### config.mk
export PLATFORM = sky130hd
export DESIGN_NAME = kact_cell
export DESIGN_NICKNAME = d
export VERILOG_FILES = /design/src/rtl/kact_pkg.sv /design/src/rtl/kact_cell.sv
export SDC_FILE = /design/constraint.sdc
export NUM_CORES = 1
export LEC_CHECK = 0
export BUFFER_PORTS_ARGS = -buffer_cell sky130_fd_sc_hd__buf_4
export CAP_MARGIN = 10
export CORE_AREA = 8 8 95 97
export CTS_CLUSTER_DIAMETER = 150
export DETAILED_ROUTE_END_ITERATION = 16
export DIE_AREA = 0 0 103 105
export PLACE_DENSITY = 0.74
export SETUP_SLACK_MARGIN = 0.3
export SYNTH_ARGS = -nofsm -noshare
export SYNTH_HDL_FRONTEND = slang
export SYNTH_SLANG_ARGS = --single-unit
### constraint.sdc
create_clock -name clk -period 9.8 [get_ports clk]
set_input_delay 0.98 -clock clk [delete_from_list [all_inputs] [get_ports clk]]
set_output_delay 0.98 -clock clk [all_outputs]
set_load 0.02 [all_outputs]
### src/rtl/kact_pkg.sv
package kact_pkg;

  localparam int SaltWidth   = 64;
  localparam int TimeWidth   = 32;
  localparam int CreditWidth = 8;
  localparam int IntvWidth   = 16;
  localparam int CfgIdxWidth = 2;
  localparam int CfgDataWidth = 16;

  localparam logic [CreditWidth-1:0] RST_INIT_CREDIT = 8'd10;
  localparam logic [IntvWidth-1:0]   RST_INTERVAL    = 16'd10;
  localparam logic [TimeWidth-1:0]   RST_NEXT_REFILL = 32'd10;

  typedef enum logic [1:0] {
    STAT_OK        = 2'd0,
    STAT_BLOCKED   = 2'd1,
    STAT_NOT_READY = 2'd2,
    STAT_FULL      = 2'd3
  } status_t;

  typedef enum logic [0:0] {
    OP_ATTEMPT = 1'b0,
    OP_TICK    = 1'b1
  } opcode_t;

  typedef enum logic [CfgIdxWidth-1:0] {
    CFG_ENABLED     = 2'd0,
    CFG_INIT_CREDIT = 2'd1,
    CFG_INTERVAL    = 2'd2,
    CFG_UNUSED      = 2'd3
  } cfg_idx_t;

  // lookup token handed from cell to cell
  typedef struct packed {
    logic                   busy;
    logic                   done;
    status_t                status;
    logic [CreditWidth-1:0] credit;
    logic                   new_key;
  } link_t;

endpackage

### src/rtl/kact_cell.sv
module kact_cell
  import kact_pkg::*;
#(
  parameter int KEY_BITS = 64
) (
  input  logic                   clk,
  input  logic                   rst,
  input  logic [KEY_BITS-1:0]    key,
  input  logic [CreditWidth-1:0] init_credit,
  input  logic                   refill,
  input  link_t                  lin,
  output link_t                  lout
);

  logic                   valid;
  logic [KEY_BITS-1:0]    ekey;
  logic [CreditWidth-1:0] credit;
  link_t                  lout_next;
  logic                   ins;
  logic                   hit;

  always_comb begin
    lout_next = lin;
    ins       = 1'b0;
    hit       = 1'b0;
    if (lin.busy && !lin.done) begin
      if (!valid) begin
        ins               = 1'b1;
        lout_next.done    = 1'b1;
        lout_next.status  = STAT_OK;
        lout_next.credit  = init_credit;
        lout_next.new_key = 1'b1;
      end else if (ekey == key) begin
        hit            = 1'b1;
        lout_next.done = 1'b1;
        if (credit == '0) begin
          lout_next.status = STAT_BLOCKED;
          lout_next.credit = '0;
        end else begin
          lout_next.status = STAT_OK;
          lout_next.credit = credit - 1'b1;
        end
      end
    end
  end

  always_ff @(posedge clk) begin
    if (rst) begin
      valid     <= 1'b0;
      lout.busy <= 1'b0;
    end else begin
      if (ins) valid <= 1'b1;
      lout.busy <= lout_next.busy;
    end
    lout.done    <= lout_next.done;
    lout.status  <= lout_next.status;
    lout.credit  <= lout_next.credit;
    lout.new_key <= lout_next.new_key;
    if (ins) begin
      ekey   <= key;
      credit <= init_credit;
    end else if (hit && credit != '0) begin
      credit <= credit - 1'b1;
    end else if (refill && valid) begin
      credit <= init_credit;
    end
  end

endmodule

==> flow_metrics.tcl <==
set metrics [dict create \
    dominantRegCellSynth "edfxtp_1" \
    grt_pass1_vias 2320 \
    ys_ff_latch 86 \
    tightest_slew_ns 0.736 \
    htreeDepth 3 \
    synth_cell_types 35 \
    finalCritPeriodShare_pct 34.3 \
    grt_pass1_wl_um 11400 \
    grt_usage_pct 13.8 \
    finClkSkew_ns 0.00966 \
    io_buffers 100 \
    synth_common_cells "edfxtp_1 (72), xor2_1 (66), nor4_1 (17), dfxtp_1 (14)" \
    place_ws_ns 6.07 \
    tns_ns 0 \
    setup_ws_ns 6.44 \
    synth_enable_flop_cells 72 \
    outcome "finished, final reports clean" \
    viasPerCell 4.96 \
    drive_gt1_share_pct 36.8 \
    fmax_mhz 297 \
    die_h_um 105 \
    initial_core_util_pct 48.7 \
    die-area_um2 10800 \
    finalHoldViolCount 0 \
    holdPathStages 2 \
    finalNetCount 437 \
    coreArea_um2 7530 \
    wire_per_inst_um 16.3 \
    r2r-start "ekey[3]$_DFFE_PP_" \
    insertedDiodeCount 0 \
    cts_tree "yes" \
    synth.top_cell.area_share_pct 59.0 \
    synthCells 239 \
    cts_root_buffer "clkbuf_8" \
    cts_buffer_depth 2 \
    setup-violations-final 0 \
    antenna_found_initial 0 \
    worstHoldStart "credit[6]$_DFFE_PP_" \
    arrival_ns 3.37 \
    cts_setup_buffers 0 \
    leakagePower_uw 0.00189 \
    startpoint_type "primary input" \
    end_kind "register" \
    yosys_warnings 0 \
    totalPowerFinal_uw 770 \
    yosysTopAreaCell "edfxtp_1" \
    power_density_nw_per_um2 163 \
    netlist_area_um2 3660 \
    r2r_end "credit[7]$_DFFE_PP_" \
    cts_hold_buf 0 \
    hold_path_class "reg2reg" \
    rsz0062_at_grt "false" \
    via_count 2257 \
    ys_seq_area_share_pct 66.7 \
    dp_hpwl_um 5620 \
    reg2reg_depth 6 \
    num_rows 32 \
    whs_endpoint "lout[7]$_DFF_P_" \
    dr.pass1.iters 4 \
    slew_violations 0 \
    drcViolationCount 0 \
    cts_made_buffers 9 \
    ant_nets 0 \
    globalplace.congestion 0.808 \
    rrSetupSlack_ns 6.82 \
    drv_cap 0 \
    cts_sinks 86 \
    fp.dieW_um 103 \
    clk_pin_slew_worst_paths_ns 0.08 \
    syn_nets 328 \
    area_growth_pct 28.9 \
    critPathRequiredTime_ns 9.81 \
    totalWireLength_um 7430 \
    vdd_ir_drop_max_v 0.0000890 \
    path_max_fanout 17 \
    syn_area_per_cell_um2 15.3 \
    synthArstFlopShare_pct 0 \
    worstSetupPathType "in2reg" \
    yosysMostFrequentCell "edfxtp_1" \
    io_pins 101 \
    min_period_ns 3.36 \
    drtIter0Drc 96 \
    clk_latency_ns 0.34 \
    synthTopCellsByArea "edfxtp_1 (59%), xor2_1 (16%), dfxtp_1 (7.7%), nor4_1 (2.9%), mux2_2 (1.8%)" \
    grt_max_degree 60 \
    overflow 0 \
    relSlewSlack_pct 50.9 \
    cts_resized 0 \
    post-route-util_pct 62.7 \
]
-- layer usage --
metal / routed length, um / GRT usage, % / part of all wire, % / up-vias
met5: 0 / 0 / 0 / -
met4: 104 / 6.51 / 1.4 / 0
met3: 681 / 5.04 / 9.2 / 7
met2: 3430 / 20.1 / 46 / 80
met1: 3220 / 17.6 / 43 / 1066
li1: - / - / - / 1104
-- final cells by class --
cell class              instances  area, um^2
inverters                       6        22.5
flip-flops and latches         86        2440
well taps                     102         128
fillers                       611        2810
repair buffers                101         758
clock buffers                  10         128
multi-input cells             144        1170
clock inverters                 6        76.3
-- registers in the layout, summed over array words and instances (netlist names) --
signal / count
ekey: 64
lout: 13
credit: 8
valid: 1
-- through the flow --
stage	cells	area, um^2	hold slack [ns]
3_5_place_dp	439	4520	0.648
4_1_cts	455	4720	0.665
5_1_grt	455	4720	0.683
6_report	455	4720	0.665
3_3_place_gp	439	4520	0.630
2_1_floorplan	239	3660	0.603
-- power breakdown --
part / switching [uW] / internal (uW) / total (uW)
sequential: 8.00 / 417 / 425
clock: 116 / 141 / 257
combinational: 40.8 / 46.3 / 87.1
-- layout by cell type, fill, tap and decap left out, types with 2 or more instances in the layout --
cell type / synthesis / routed
xor2_1: 66 / 66
mux2_2: 6 / 6
nor3_1: 3 / 3
clkinv_1: 0 / 3
nand4_1: 4 / 4
inv_1: 6 / 6
buf_4: 1 / 101
nand2_1: 5 / 5
nand2b_1: 2 / 2
edfxtp_1: 72 / 72
a221o_1: 2 / 2
and3_1: 5 / 5
xnor2_1: 4 / 4
mux2i_1: 3 / 3
a221o_2: 5 / 5
a21oi_1: 2 / 2
bufinv_16: 0 / 2
nor2b_1: 2 / 2
dfxtp_1: 14 / 14
nand3b_1: 2 / 2
nor2_1: 3 / 2
nor4_1: 17 / 17
clkbuf_8: 0 / 9
-- how the worst max path moves through the flow --
stage,cells past startpoint,startpoint,to,slack [ns]
5_1_grt,7,key[46],credit[7]$_DFFE_PP_,6.23
3_3_place_gp,7,key[46],credit[6]$_DFFE_PP_,6.05
4_1_cts,7,key[3],credit[7]$_DFFE_PP_,6.46
2_1_floorplan,3,lin[11],credit[0]$_DFFE_PP_,5.13
3_5_place_dp,7,key[3],credit[7]$_DFFE_PP_,6.07
6_report,7,key[3],credit[7]$_DFFE_PP_,6.44
-- critical path: stages --
cell	delay (ns)
buf_4	0.12
xor2_1	0.15
nor4_1	0.37
nand4_1	0.27
nor4_4	0.39
and4_1	0.71
a211o_1	0.38
-- kinds of logic (layout without fill, tap and decap cells) --
group | after synthesis | in the layout | synth area share (%)
buffers and inverters | 9 | 123 | 1.67
AOI/OAI and AO/OA | 14 | 14 | 3.42
DFF | 86 | 86 | 66.7
muxes | 9 | 9 | 2.66
adders and majority gates | 1 | 1 | 0.341
xor gates and xnor gates | 70 | 70 | 16.7
and+or+nand+nor | 50 | 50 | 8.50
Power figures use the tool's default switching activity.
